## src/bzf_pkg.sv

```systemverilog
// ----------------------------------------------------------------------------
// bzf_pkg - shared types and constants for the cubic Bezier flattener
// Curve and segment beat layouts, fixed-point widths and the command and
// status groups that join the controller to the datapath.
// ----------------------------------------------------------------------------
package bzf_pkg;

  // Coordinate format: signed, 8 fraction bits
  localparam int COORD_W = 24;
  localparam logic signed [COORD_W-1:0] COORD_MAX = 24'sh7FFFFF;
  localparam logic signed [COORD_W-1:0] COORD_MIN = 24'sh800000;

  // Curve parameter and weights, unsigned Q1.16
  localparam int Q_W = 17;
  localparam logic [Q_W-1:0] ONE_Q16 = 17'h10000;
  // Weights carry a factor of three on the inner terms
  localparam int W_W = Q_W + 2;
  // Weight (made signed) times coordinate
  localparam int PROD_W = W_W + 1 + COORD_W;
  // Pair sums and the final four-term sum
  localparam int HALF_W = PROD_W + 1;
  localparam int SUM_W = PROD_W + 2;
  // Sum after dropping the 16 fraction bits of the weights
  localparam int FLOOR_W = SUM_W - 16;

  // One curve beat
  typedef struct packed {
    logic signed [COORD_W-1:0] start_x;
    logic signed [COORD_W-1:0] start_y;
    logic signed [COORD_W-1:0] ctrl1_x;
    logic signed [COORD_W-1:0] ctrl1_y;
    logic signed [COORD_W-1:0] ctrl2_x;
    logic signed [COORD_W-1:0] ctrl2_y;
    logic signed [COORD_W-1:0] end_x;
    logic signed [COORD_W-1:0] end_y;
    logic [7:0]                segment_count;
    logic [31:0]               line_color;
    logic [15:0]               line_width;
  } curve_t;

  // One segment beat
  typedef struct packed {
    logic signed [COORD_W-1:0] from_x;
    logic signed [COORD_W-1:0] from_y;
    logic signed [COORD_W-1:0] to_x;
    logic signed [COORD_W-1:0] to_y;
    logic [31:0]               seg_color;
    logic [15:0]               seg_width;
    logic                      last_segment;
  } segment_t;

  // Controller to datapath: one step per cycle at most
  typedef struct packed {
    logic load;      // capture curve, clear step and divider state
    logic div_step;  // one restoring step of 65536 / n
    logic t_step;    // advance t to the next segment
    logic mul_sq;    // u^2, t^2
    logic mul_cube;  // the four weights
    logic mul_pt;    // weights times coordinates
    logic sum_pair;  // pair sums
    logic emit;      // final sum, floor, saturate, present segment
  } dp_cmd_t;

  // Datapath to controller
  typedef struct packed {
    logic last;      // current segment is the final one
  } dp_status_t;

endpackage

```

## src/bzf_ctrl.sv

```systemverilog
// ----------------------------------------------------------------------------
// bzf_ctrl - sequencer for the Bezier flattener
// Runs the divider setup once per curve, then the six-step segment sequence
// until the datapath flags the final segment.
// ----------------------------------------------------------------------------
module bzf_ctrl (
  input  logic                clk,
  input  logic                rst,
  input  logic                start,
  output logic                busy,
  input  bzf_pkg::dp_status_t status,
  output bzf_pkg::dp_cmd_t    cmd
);
  import bzf_pkg::*;

  localparam logic [2:0] S_IDLE  = 3'd0;
  localparam logic [2:0] S_DIV   = 3'd1;
  localparam logic [2:0] S_TSTEP = 3'd2;
  localparam logic [2:0] S_SQ    = 3'd3;
  localparam logic [2:0] S_CUBE  = 3'd4;
  localparam logic [2:0] S_PT    = 3'd5;
  localparam logic [2:0] S_PAIR  = 3'd6;
  localparam logic [2:0] S_EMIT  = 3'd7;

  localparam int CNT_W = $clog2(Q_W);

  logic [2:0]       state, state_next;
  logic [CNT_W-1:0] div_cnt, div_cnt_next;

  assign busy = (state != S_IDLE);

  // Next state and step commands
  always_comb begin
    state_next   = state;
    div_cnt_next = div_cnt;
    cmd          = '0;
    case (state)
      S_IDLE: begin
        if (start) begin
          cmd.load     = 1'b1;
          div_cnt_next = '0;
          state_next   = S_DIV;
        end
      end
      S_DIV: begin
        cmd.div_step = 1'b1;
        div_cnt_next = div_cnt + 1'b1;
        if (div_cnt == CNT_W'(Q_W - 1)) begin
          state_next = S_TSTEP;
        end
      end
      S_TSTEP: begin
        cmd.t_step = 1'b1;
        state_next = S_SQ;
      end
      S_SQ: begin
        cmd.mul_sq = 1'b1;
        state_next = S_CUBE;
      end
      S_CUBE: begin
        cmd.mul_cube = 1'b1;
        state_next   = S_PT;
      end
      S_PT: begin
        cmd.mul_pt = 1'b1;
        state_next = S_PAIR;
      end
      S_PAIR: begin
        cmd.sum_pair = 1'b1;
        state_next   = S_EMIT;
      end
      S_EMIT: begin
        cmd.emit   = 1'b1;
        state_next = status.last ? S_IDLE : S_TSTEP;
      end
      default: begin
        state_next = S_IDLE;
      end
    endcase
  end

  always_ff @(posedge clk) begin
    if (rst) begin
      state   <= S_IDLE;
      div_cnt <= '0;
    end else begin
      state   <= state_next;
      div_cnt <= div_cnt_next;
    end
  end

  // At most one datapath step per cycle
  a_cmd_onehot: assert property (@(posedge clk) disable iff (rst) $onehot0(cmd))
    else $error("more than one datapath step issued");

  // Division runs exactly its step count before the first t step
  a_div_len: assert property (@(posedge clk) disable iff (rst)
    (state == S_DIV && state_next == S_TSTEP) |-> (div_cnt == CNT_W'(Q_W - 1)))
    else $error("divider left early");

endmodule

```

## config.mk

```make
export PLATFORM = sky130hd
export DESIGN_NAME = bzf_ctrl
export DESIGN_NICKNAME = d
export VERILOG_FILES = /design/src/bzf_pkg.sv /design/src/bzf_ctrl.sv
export SDC_FILE = /design/constraint.sdc
export NUM_CORES = 1
export LEC_CHECK = 0
export BUFFER_PORTS_ARGS = -buffer_cell sky130_fd_sc_hd__buf_2
export CAP_MARGIN = 15
export CORE_MARGIN = 1.5
export CORE_UTILIZATION = 35
export DETAILED_ROUTE_END_ITERATION = 16
export REMOVE_ABC_BUFFERS = 1
export SKIP_LAST_GASP = 1
export SYNTH_ARGS = -nofsm -noshare
export SYNTH_HDL_FRONTEND = slang
export SYNTH_SLANG_ARGS = --single-unit
```

## constraint.sdc

```tcl
create_clock -name clk -period 1.4 [get_ports clk]
set_input_delay 0.21 -clock clk [delete_from_list [all_inputs] [get_ports clk]]
set_output_delay 0.21 -clock clk [all_outputs]
set_load 0.1 [all_outputs]
```

==> key figures, run 1 <==
Status
  • Status: finished, violations left
  • Failing checks: negative setup slack

Critical path
  • Reg2reg end: div_cnt[2]
  • Worst Setup End Kind: output pin
  • Worst EP required: 1.19 ns
  • Critical path's largest stage delay: 0.40 ns
  • Critical path arrival: 1.22 ns
  • Slowest CP cell: dfxtp_4
  • Reg2Reg Launch Point: state[2]
  • R2R Setup Slk: -0.02 ns
  • Crit-path max FO: 6
  • Cell chain of the critical path: buf_6 > nor3b_4 > buf_12
  • CP startpoint kind: flip-flop
  • Cell count of the worst reg-to-reg path: 5
  • Crit path kind: flip-flop to output pin

Clocking
  • TritonCTS Buffers: 3
  • Max clock buf depth: 2
  • Root buffer cell: clkbuf_4
  • Clock Latency Late Sink: around 0.26 ns
  • CTS sink cnt: 8
  • Reg clk slew, reported paths: 0.06 ns
  • Hold_buf cts: 0
  • CTS tree: built
  • Max H-tree Level: 1

Min path
  • Hold path depth: 2
  • Worst hold endpoint: state[1]
  • Min-delay worst type: input port to flip-flop
  • Hold Startpoint: rst

Floorplan
  • Die Height: 39.4 microns
  • IO Count: 13
  • Core Area: approximately 1200 sq um
  • Die area: 1550 sq um
  • Initial core utilization: 39.6%
  • Die Width: 39.4 microns
  • Row cnt: 12

Timing
  • Headroom to the max-slew limit: between 60% and 70%
  • Unrepaired setup endpoints after global routing: true
  • Minimum clock period after layout: 1.43 ns
  • Worst slew pin tran: roughly 0.45 ns
  • Fin. Hold Viols: 0
  • Max frequency: 0.701 GHz
  • Final critical-path share of the clock period: 102%
  • Final Max Tran Viols: 0
  • Setup ws final: -0.0265 ns
  • Clock Skew: 0.00752 ns
  • Final Setup Violations: 6

Routing
  • Starting DRT DRC Count: 9
  • Vias/cell: between 5 and 6
  • Final WL: 1.44 mm
  • Avg WL per Cell: 15.0 microns
  • Drt drc: 0
  • Pre-antenna DRT Iters: 4
  • Antenna viol nets, final: 0
  • Via Count: 524

Pwr
  • Power per cell area: 1070 nW/um^2
  • LEAKAGE: approximately 0.33 nW
  • Max rail drop VDD: 0.634 mV

Logic synthesis
  • Number of flops mapped to enable cells by yosys: 0
  • Yosys cell types: 23
  • Post-synthesis register bit count: 8
  • Cells after synthesis: between 60 and 70
  • Top_reg_cell synth: dfxtp_1
  • Sequential-to-total area share from yosys stat: 34.5%
  • Syn. warnings: 0
  • Syn_area_per_cell: 7.61 sq um
  • Fraction of registers with async set/reset: 0%
  • Mapped cell area: between 400 and 500 sq um

Final layout
  • Final std cells w/o fill: 96
  • Final net count: 90
  • # diodes: 0
  • FILL cells: 86
  • Layout cell share with drive strength beyond 1: 46.3%
  • Area Growth Syn to Fin: 79.2%

Placed design
  • Placed Instances: 88
  • RD Place Congestion: ~0.75
  • Place WS: 0.0754 ns
  • IO buf count: 12
  • DP HPWL: 869 microns

Run
  • Max Cap Viol: 0

GRT
  • Global route overflow: 0
  • Vias in the first global route: slightly above 400
  • Initial antenna violation count: 0
  • Largest net degree at the start of global routing: 10
  • Gr usage total: 20.4%
  • Wire length of the first global-routing pass: between 2 and 2.5 mm
-- synth_stat cells, drive strengths merged (2+ instances only) --
master	number	area share (%)
clkbuf	4	3.5
a31oi	2	2.7
dfxtp	8	35
or4	2	3.2
nand2	3	2.4
nor3	2	2.2
inv	3	2.4
nand3	5	5.4
nor2	6	4.9
a21oi	4	4.3
ha	2	5.4
a211oi	2	3.2
nor3b	3	4.9
o21ai	5	5.4
and3	3	4.0
-- stage by stage --
stage	hold WS, ns	utilization, %	area [sq um]	TNS [ns]	total power, W
after floorplan	0.279	-	444	-6.74	0.000494
after global placement	0.498	59.9	702	0	0.000645
after detailed placement	0.506	59.9	702	0	0.000646
after CTS	0.218	67.0	785	-0.0725	0.000864
after global routing	0.235	71.0	832	-0.449	0.000930
final	0.224	71.0	832	-0.0965	0.000889
-- critical path: cells and delay by family, from the launching register on --
family	cells	cell delay [ns]
flops	1	0.40
buf+inv	2	0.33
simple gates	1	0.22
-- repair_timing --
action / CTS / global route
buffers inserted: 2 / 3
pin swaps: 1 / 3
resized for setup: 15 / 11
endpoints found under the setup margin: 8 / 7
-- cell families after synthesis --
logic type                 synth area share (%)
AOI/OAI and AO/OA                          17.5
xor gates and xnor gates                   1.89
adders and majority gates                  5.39
buffers and inverters                      6.74
DFF                                        34.5
and+or+nand+nor                            34.0
-- layer usage --
layer / vias up / share of wire [%] / track usage [%] / routed length [microns]
li1: 262 / - / - / -
met3: 2 / 4.2 / 10.2 / 61
met2: 15 / 50 / 29.1 / 715
met4: 0 / 1.7 / 2.59 / 25
met1: 245 / 44 / 27.6 / 641
met5: - / 0 / 0 / 0
-- registers in the layout, summed over array words and instances (netlist names) --
name and flops:
state 3, div_cnt 5
-- layout by cell type, fill, tap and decap left out, drive strengths merged --
| cell | synthesis | routed |
|---|---|---|
| buf | 1 | 23 |
| dfxtp | 8 | 8 |
| nor2 | 6 | 6 |
| nand3 | 5 | 5 |
| o21ai | 5 | 5 |
| a21oi | 4 | 4 |
| nand2 | 3 | 3 |
| clkbuf | 4 | 3 |
| inv | 3 | 3 |
| nor3b | 3 | 3 |
| and3 | 3 | 3 |
| a211oi | 2 | 2 |
| or4 | 2 | 2 |
| a31oi | 2 | 2 |
| nor3 | 2 | 2 |
| ha | 2 | 2 |
| or2 | 1 | 1 |
| nand4bb | 1 | 1 |
| a2bb2oi | 1 | 1 |
| nor4b | 1 | 1 |
| nor2b | 1 | 1 |
| xor2 | 1 | 1 |
-- worst max path at each step --
stage / to / slack (ns) / cells past startpoint / from
after global placement: div_cnt[3] / 0.06 / 3 / state[2]
final: cmd[5] / -0.03 / 3 / state[1]
after global routing: div_cnt[2] / -0.08 / 5 / state[2]
after detailed placement: div_cnt[3] / 0.08 / 3 / state[2]
after floorplan: cmd[2] / -1.67 / 2 / state[0]
after CTS: cmd[3] / -0.03 / 3 / state[1]
-- area by class of cell --
type / count / area, sq um / share of cell area [%]
Tap cell: 14 / 17.5 / 2.11
Clock buffer: 3 / 22.5 / 2.71
Timing Repair Buffer: 23 / 289 / 34.7
Sequential cell: 8 / 171 / 20.6
Multi-Input combinational cell: 45 / 320 / 38.5
Inverter: 3 / 11.3 / 1.35
-- where the power goes --
part	switching, W	internal [W]
sequential	0.0000267	0.000244
combinational	0.000264	0.000172
clock	0.0000834	0.0000984
total	0.000374	0.000515
Power figures use the tool's default switching activity.
==> inputs of run 2 (changes only) <==
==> constraint.sdc (replaced) <==
create_clock -name clk -period 1.75 [get_ports clk]
set_input_delay 0.2625 -clock clk [delete_from_list [all_inputs] [get_ports clk]]
set_output_delay 0.2625 -clock clk [all_outputs]
set_load 0.1 [all_outputs]
==> key figures, run 2 (synthesis gave the netlist of run 1 again) <==
Status
  • Status: finished clean (was finished, violations left)

Critical path
  • Critical path's top delay family: flip-flops (unchanged)
  • Reg2reg end: div_cnt[3] (was div_cnt[2])
  • R2R Setup Slk: 0.28 ns (was -0.02 ns)
  • Worst path depth: 2 (was 3)
  • Critical path arrival: 1.45 ns (was 1.22 ns)
  • Crit path kind: flip-flop to output pin (unchanged)
  • WP buf/inv: 1 (was 2)
  • Crit-path max FO: 12 (was 6)
  • Slowest CP cell: dfxtp_1 (was dfxtp_4)
  • CP startpoint kind: flip-flop (unchanged)
  • Cell chain of the critical path: nor3b_1 > buf_12 (was buf_6 > nor3b_4 > buf_12)
  • Cell count of the worst reg-to-reg path: 3 (was 5)
  • Worst Setup End Kind: output pin (unchanged)
  • Critical path's largest stage delay: 0.54 ns (was 0.40 ns)
  • Reg2Reg Launch Point: state[1] (was state[2])
  • Worst EP required: 1.49 ns (was 1.19 ns)

Routing
  • Via Count: 464 (was 524)
  • Antenna viol nets, final: 0 (unchanged)
  • Post-Route M1 WL: 518 microns (was 641 microns)
  • Top routing layer used: met4 (unchanged)
  • Pre-antenna DRT Iters: 2 (was 4)
  • Avg WL per Cell: 12.5 microns (was 15.0 microns)
  • Drt drc: 0 (unchanged)
  • Final WL: 1.08 mm (was 1.44 mm)
  • Met3 wire length: 54 microns (was 61 microns)
  • Vias/cell: 5.40 (was 5.46)
  • Starting DRT DRC Count: 5 (was 9)
  • Routed met2 length: 475 microns (was 715 microns)

Final layout
  • Commonest non-fill, non-tap cell in the layout: dfxtp_1 (was buf_12)
  • FILL cells: 104 (was 86)
  • Most frequent cells in the layout: 8 x dfxtp_1, 7 x buf_12 (was 9 x buf_12, 8 x buf_4, 5 x nand3_1, 5 x o21ai_0, 5 x dfxtp_1)
  • Finished Core Util: 57.2% (was 71.0%)
  • Area Growth Syn to Fin: 44.2% (was 79.2%)
  • # diodes: 0 (unchanged)
  • Final std cells w/o fill: 86 (was 96)
  • Largest Register: div_cnt (unchanged)
  • Layout cell share with drive strength beyond 1: 25.0% (was 46.3%)
  • Max FFs per register: 5 (unchanged)
  • Final net count: 80 (was 90)
  • Top Registers: div_cnt x5, state x3 (unchanged)

Floorplan
  • IO Count: 13 (unchanged)
  • Die Width: 39.4 microns (unchanged)
  • Die area: 1550 sq um (unchanged)
  • Core Area: 1170 sq um (unchanged)
  • Initial core utilization: 39.6% (unchanged)
  • Row cnt: 12 (unchanged)
  • Die Height: 39.4 microns (unchanged)

GRT
  • Largest net degree at the start of global routing: 13 (was 10)
  • Vias in the first global route: 412 (was 415)
  • Global route overflow: 0 (unchanged)
  • Initial antenna violation count: 0 (unchanged)
  • Gr usage total: 18.3% (was 20.4%)
  • Wire length of the first global-routing pass: 1.79 mm (was 2.04 mm)

Min path
  • Hold Startpoint: rst (unchanged)
  • Min-delay worst type: input port to flip-flop (unchanged)
  • Worst hold endpoint: div_cnt[1] (was state[1])
  • Hold path depth: 2 (unchanged)

Timing
  • Final Setup Violations: 0 (was 6)
  • Minimum clock period after layout: ~1.7 ns
  • Fin. Hold Viols: 0 (unchanged)
  • Final Max Tran Viols: 0 (unchanged)
  • Worst slew pin tran: 0.389 ns (was 0.448 ns)
  • Sum Neg Setup Slack: 0 ns (was -0.0965 ns)
  • Clock Skew: 0.00629 ns (was 0.00752 ns)
  • Max frequency: 0.585 GHz
  • Final critical-path share of the clock period: 97.7%
  • Headroom to the max-slew limit: 74.0% (was 69.7%)
  • Unrepaired setup endpoints after global routing: true (unchanged)

Clocking
  • Reg clk slew, reported paths: 0.06 ns (about the same)
  • Max H-tree Level: 1 (unchanged)
  • Clock Latency Late Sink: 0.26 ns (about the same)
  • CTS tree: built (unchanged)
  • TritonCTS Buffers: 3 (unchanged)
  • Root buffer cell: clkbuf_4 (unchanged)
  • CTS sink cnt: 8 (unchanged)
  • Max clock buf depth: 2 (unchanged)
  • Hold_buf cts: 0 (unchanged)

Pwr
  • Max rail drop VDD: 0.673 mV (was 0.634 mV)
  • Power per cell area: 958 nW/um^2 (was 1070 nW/um^2)
  • Pwr Total: 0.000641 W (was 0.000889 W)
  • LEAKAGE: 0.266 nW (was 0.333 nW)

Placed design
  • Placed Instances: 83 (was 88)
  • IO buf count: 12 (unchanged)
  • RD Place Congestion: 0.808 (was 0.753)
  • DP HPWL: 763 microns (was 869 microns)

Run
  • Max Cap Viol: 0 (unchanged)
## run 2: changes by cell type in the layout (fill, tap and decap cells not counted), moves of 3 or more
cell,delta
buf_4,-7
buf_6,-3
dfxtp_1,+3
dfxtp_4,-3
## run 2: layout make-up
cell class                      count  area, sq um  share of cell area, %
Clock buffer                        3         22.5                   3.36
Inverter                            3         11.3                   1.68
Multi-Input combinational cell     45          280                   41.9
Sequential cell                     8          160                   23.9
Tap cell                           14         17.5                   2.62
Timing Repair Buffer               13          178                   26.5
## run 2: per-stage QoR
step | setup slack (ns) | cell area (sq um) | hold slack, ns
CTS | 0.0326 | 662 | 0.270
finish | 0.0402 | 669 | 0.282
global route | -0.0438 | 669 | 0.270
global placement | 0.284 | 634 | 0.502
floorplan | -1.38 | 444 | 0.332
detailed placement | 0.270 | 634 | 0.502
## run 2: how the worst max path moves through the flow
stage	startpoint	endpoint	slack, ns
floorplan	state[0]	cmd[2]	-1.38
global placement	state[2]	cmd[6]	0.28
detailed placement	state[0]	cmd[2]	0.27
CTS	state[2]	cmd[3]	0.03
global route	state[1]	cmd[7]	-0.04
finish	state[1]	cmd[5]	0.04
## run 2: report_power, final
group	leakage [nW]	internal [W]	switching, W
combinational	0.187	0.0000911	0.000186
sequential	0.0653	0.000195	0.0000226
clock	0.0138	0.0000788	0.0000683
## run 2: repair_timing
action,4_1_cts,5_1_grt
resized for setup,1,3
setup endpoints to repair,1,5
setup buffers,0,0
## run 2: per-layer routing
metal / up-vias / global-route usage, %
met5: - / 0
met4: 0 / 10.3
met3: 5 / 10.8
met2: 7 / 24.2
met1: 211 / 22.2
li1: 241 / -
==> inputs of run 3 (changes only) <==
==> constraint.sdc (replaced) <==
create_clock -name clk -period 1.7 [get_ports clk]
set_input_delay 0.255 -clock clk [delete_from_list [all_inputs] [get_ports clk]]
set_output_delay 0.255 -clock clk [all_outputs]
set_load 0.1 [all_outputs]
==> key figures, run 3 (synthesis gave the netlist of run 1 again) <==
Status
  • Status: finished clean (unchanged)

GRT
  • Initial antenna violation count: 0 (unchanged)
  • Vias in the first global route: 406 (was 412)
  • Largest net degree at the start of global routing: 13 (unchanged)
  • Wire length of the first global-routing pass: 1.84 mm (was 1.79 mm)
  • Gr usage total: 17.9% (was 18.3%)
  • Global route overflow: 0 (unchanged)

Run
  • Max Cap Viol: 0 (unchanged)

Routing
  • Drt drc: 0 (unchanged)
  • Via Count: 449 (was 464)
  • Avg WL per Cell: 12.0 microns (was 12.5 microns)
  • Vias/cell: 5.16 (was 5.40)
  • Pre-antenna DRT Iters: 2 (unchanged)
  • Final WL: 1.04 mm (was 1.08 mm)
  • Starting DRT DRC Count: 4 (was 5)
  • Antenna viol nets, final: 0 (unchanged)

Timing
  • Max frequency: 0.603 GHz
  • Worst slew pin tran: 0.393 ns (was 0.389 ns)
  • Worst Hold Slack: 0.284 ns (was 0.282 ns)
  • Clock Skew: 0.00228 ns (was 0.00629 ns)
  • Unrepaired setup endpoints after global routing: true (unchanged)
  • Final critical-path share of the clock period: 97.5%
  • Sum Neg Setup Slack: 0 ns (unchanged)
  • Fin. Hold Viols: 0 (unchanged)
  • Headroom to the max-slew limit: 73.7% (was 74.0%)
  • Minimum clock period after layout: 1.66 ns
  • Final Max Tran Viols: 0 (unchanged)
  • Final Setup Violations: 0 (unchanged)

Final layout
  • Area Growth Syn to Fin: 49.9% (was 44.2%)
  • Largest Register: div_cnt (unchanged)
  • Max FFs per register: 5 (unchanged)
  • # diodes: 0 (unchanged)
  • Layout cell share with drive strength beyond 1: 28.8% (was 25.0%)
  • Commonest non-fill, non-tap cell in the layout: buf_12 (was dfxtp_1)
  • Most frequent cells in the layout: 8 x buf_12, 7 x dfxtp_1, 5 x nor2_1, 5 x nand3_1, 5 x o21ai_0 (was 8 x dfxtp_1, 7 x buf_12)
  • Finished Core Util: 59.4% (was 57.2%)
  • Top Registers: div_cnt x5, state x3 (unchanged)
  • Final net count: 81 (was 80)

Critical path
  • Worst EP required: 1.44 ns (was 1.49 ns)
  • Crit path kind: flip-flop to output pin (unchanged)
  • Reg2Reg Launch Point: state[2] (was state[1])
  • Critical path arrival: 1.40 ns (was 1.45 ns)
  • Cell count of the worst reg-to-reg path: 3 (unchanged)
  • Crit-path max FO: 11 (was 12)
  • Reg2reg end: div_cnt[4] (was div_cnt[3])
  • Worst Setup End Kind: output pin (unchanged)
  • Critical path origin: state[2] (was state[1])
  • CP startpoint kind: flip-flop (unchanged)
  • CP Capture Point: cmd[6] (was cmd[5])
  • R2R Setup Slk: 0.21 ns (was 0.28 ns)

Min path
  • Hold path depth: 2 (unchanged)
  • Hold Startpoint: rst (unchanged)
  • Min-delay worst type: input port to flip-flop (unchanged)

Clocking
  • TritonCTS Buffers: 3 (unchanged)
  • Clock Latency Late Sink: 0.25 ns (was 0.26 ns)
  • CTS tree: built (unchanged)
  • CTS sink cnt: 8 (unchanged)
  • Max clock buf depth: 2 (unchanged)
  • Hold_buf cts: 0 (unchanged)
  • Root buffer cell: clkbuf_4 (unchanged)
  • Reg clk slew, reported paths: 0.05 ns (was 0.06 ns)
  • Max H-tree Level: 1 (unchanged)

Floorplan
  • Die Width: 39.4 microns (unchanged)
  • Initial core utilization: 39.6% (unchanged)
  • Core Area: 1170 sq um (unchanged)
  • Row cnt: 12 (unchanged)
  • Die area: 1550 sq um (unchanged)
  • IO Count: 13 (unchanged)
  • Die Height: 39.4 microns (unchanged)

Pwr
  • Max rail drop VDD: 0.628 mV (was 0.673 mV)
  • Pwr Total: 0.000662 W (was 0.000641 W)
  • Power per cell area: 951 nW/um^2 (was 958 nW/um^2)
  • LEAKAGE: 0.276 nW (was 0.266 nW)

Placed design
  • RD Place Congestion: 0.763 (was 0.808)
  • DP HPWL: 775 microns (was 763 microns)
  • IO buf count: 12 (unchanged)
run 3: per-layer routing:
metal  share of wire (%)  up-vias  track usage [%]  wire, microns
li1                    -      244                -              -
met1                  51      198             23.8            534
met2                  43        7             25.0            452
met3                 5.4        0             10.2             56
met4                   0        0             2.59              0
met5                   0        -                0              0
run 3: how the worst min path moves through the flow:
stage / to
floorplan: div_cnt[1]
global placement: div_cnt[1]
detailed placement: div_cnt[1]
CTS: div_cnt[1]
global route: state[0]
finish: state[0]
run 3: final cells by class:
class                      count  area, sq um
multi-input combinational     45          285
clock buffer                   3         22.5
tap                           14         17.5
fill                         106          475
inverter                       3         11.3
timing repair buffer          14          198
sequential                     8          161
run 3: critical path: stages (launching register included):
cell,delay (ns)
dfxtp_1,0.41
or2_1,0.37
nor2_2,0.17
buf_12,0.19
run 3: through the flow:
stage	instance area, sq um	cells	setup slack (ns)
2_1_floorplan	444	56	-1.42
3_3_place_gp	657	84	0.253
3_5_place_dp	657	84	0.260
4_1_cts	687	87	0.00389
5_1_grt	696	87	-0.0391
6_report	696	87	0.0429
run 3: power by group:
| part | switching (W) | internal (W) | leakage [nW] |
|---|---|---|---|
| sequential | 0.0000248 | 0.000201 | 0.0655 |
| combinational | 0.000193 | 0.0000995 | 0.197 |
| clock | 0.0000626 | 0.0000806 | 0.0138 |
| total | 0.000280 | 0.000381 | 0.276 |
run 3: repair_timing:
action,in CTS,in global routing
cloned,0,0
resized for setup,2,3
pin swaps,0,0
endpoints found under the setup margin,2,4
buffers inserted,0,0
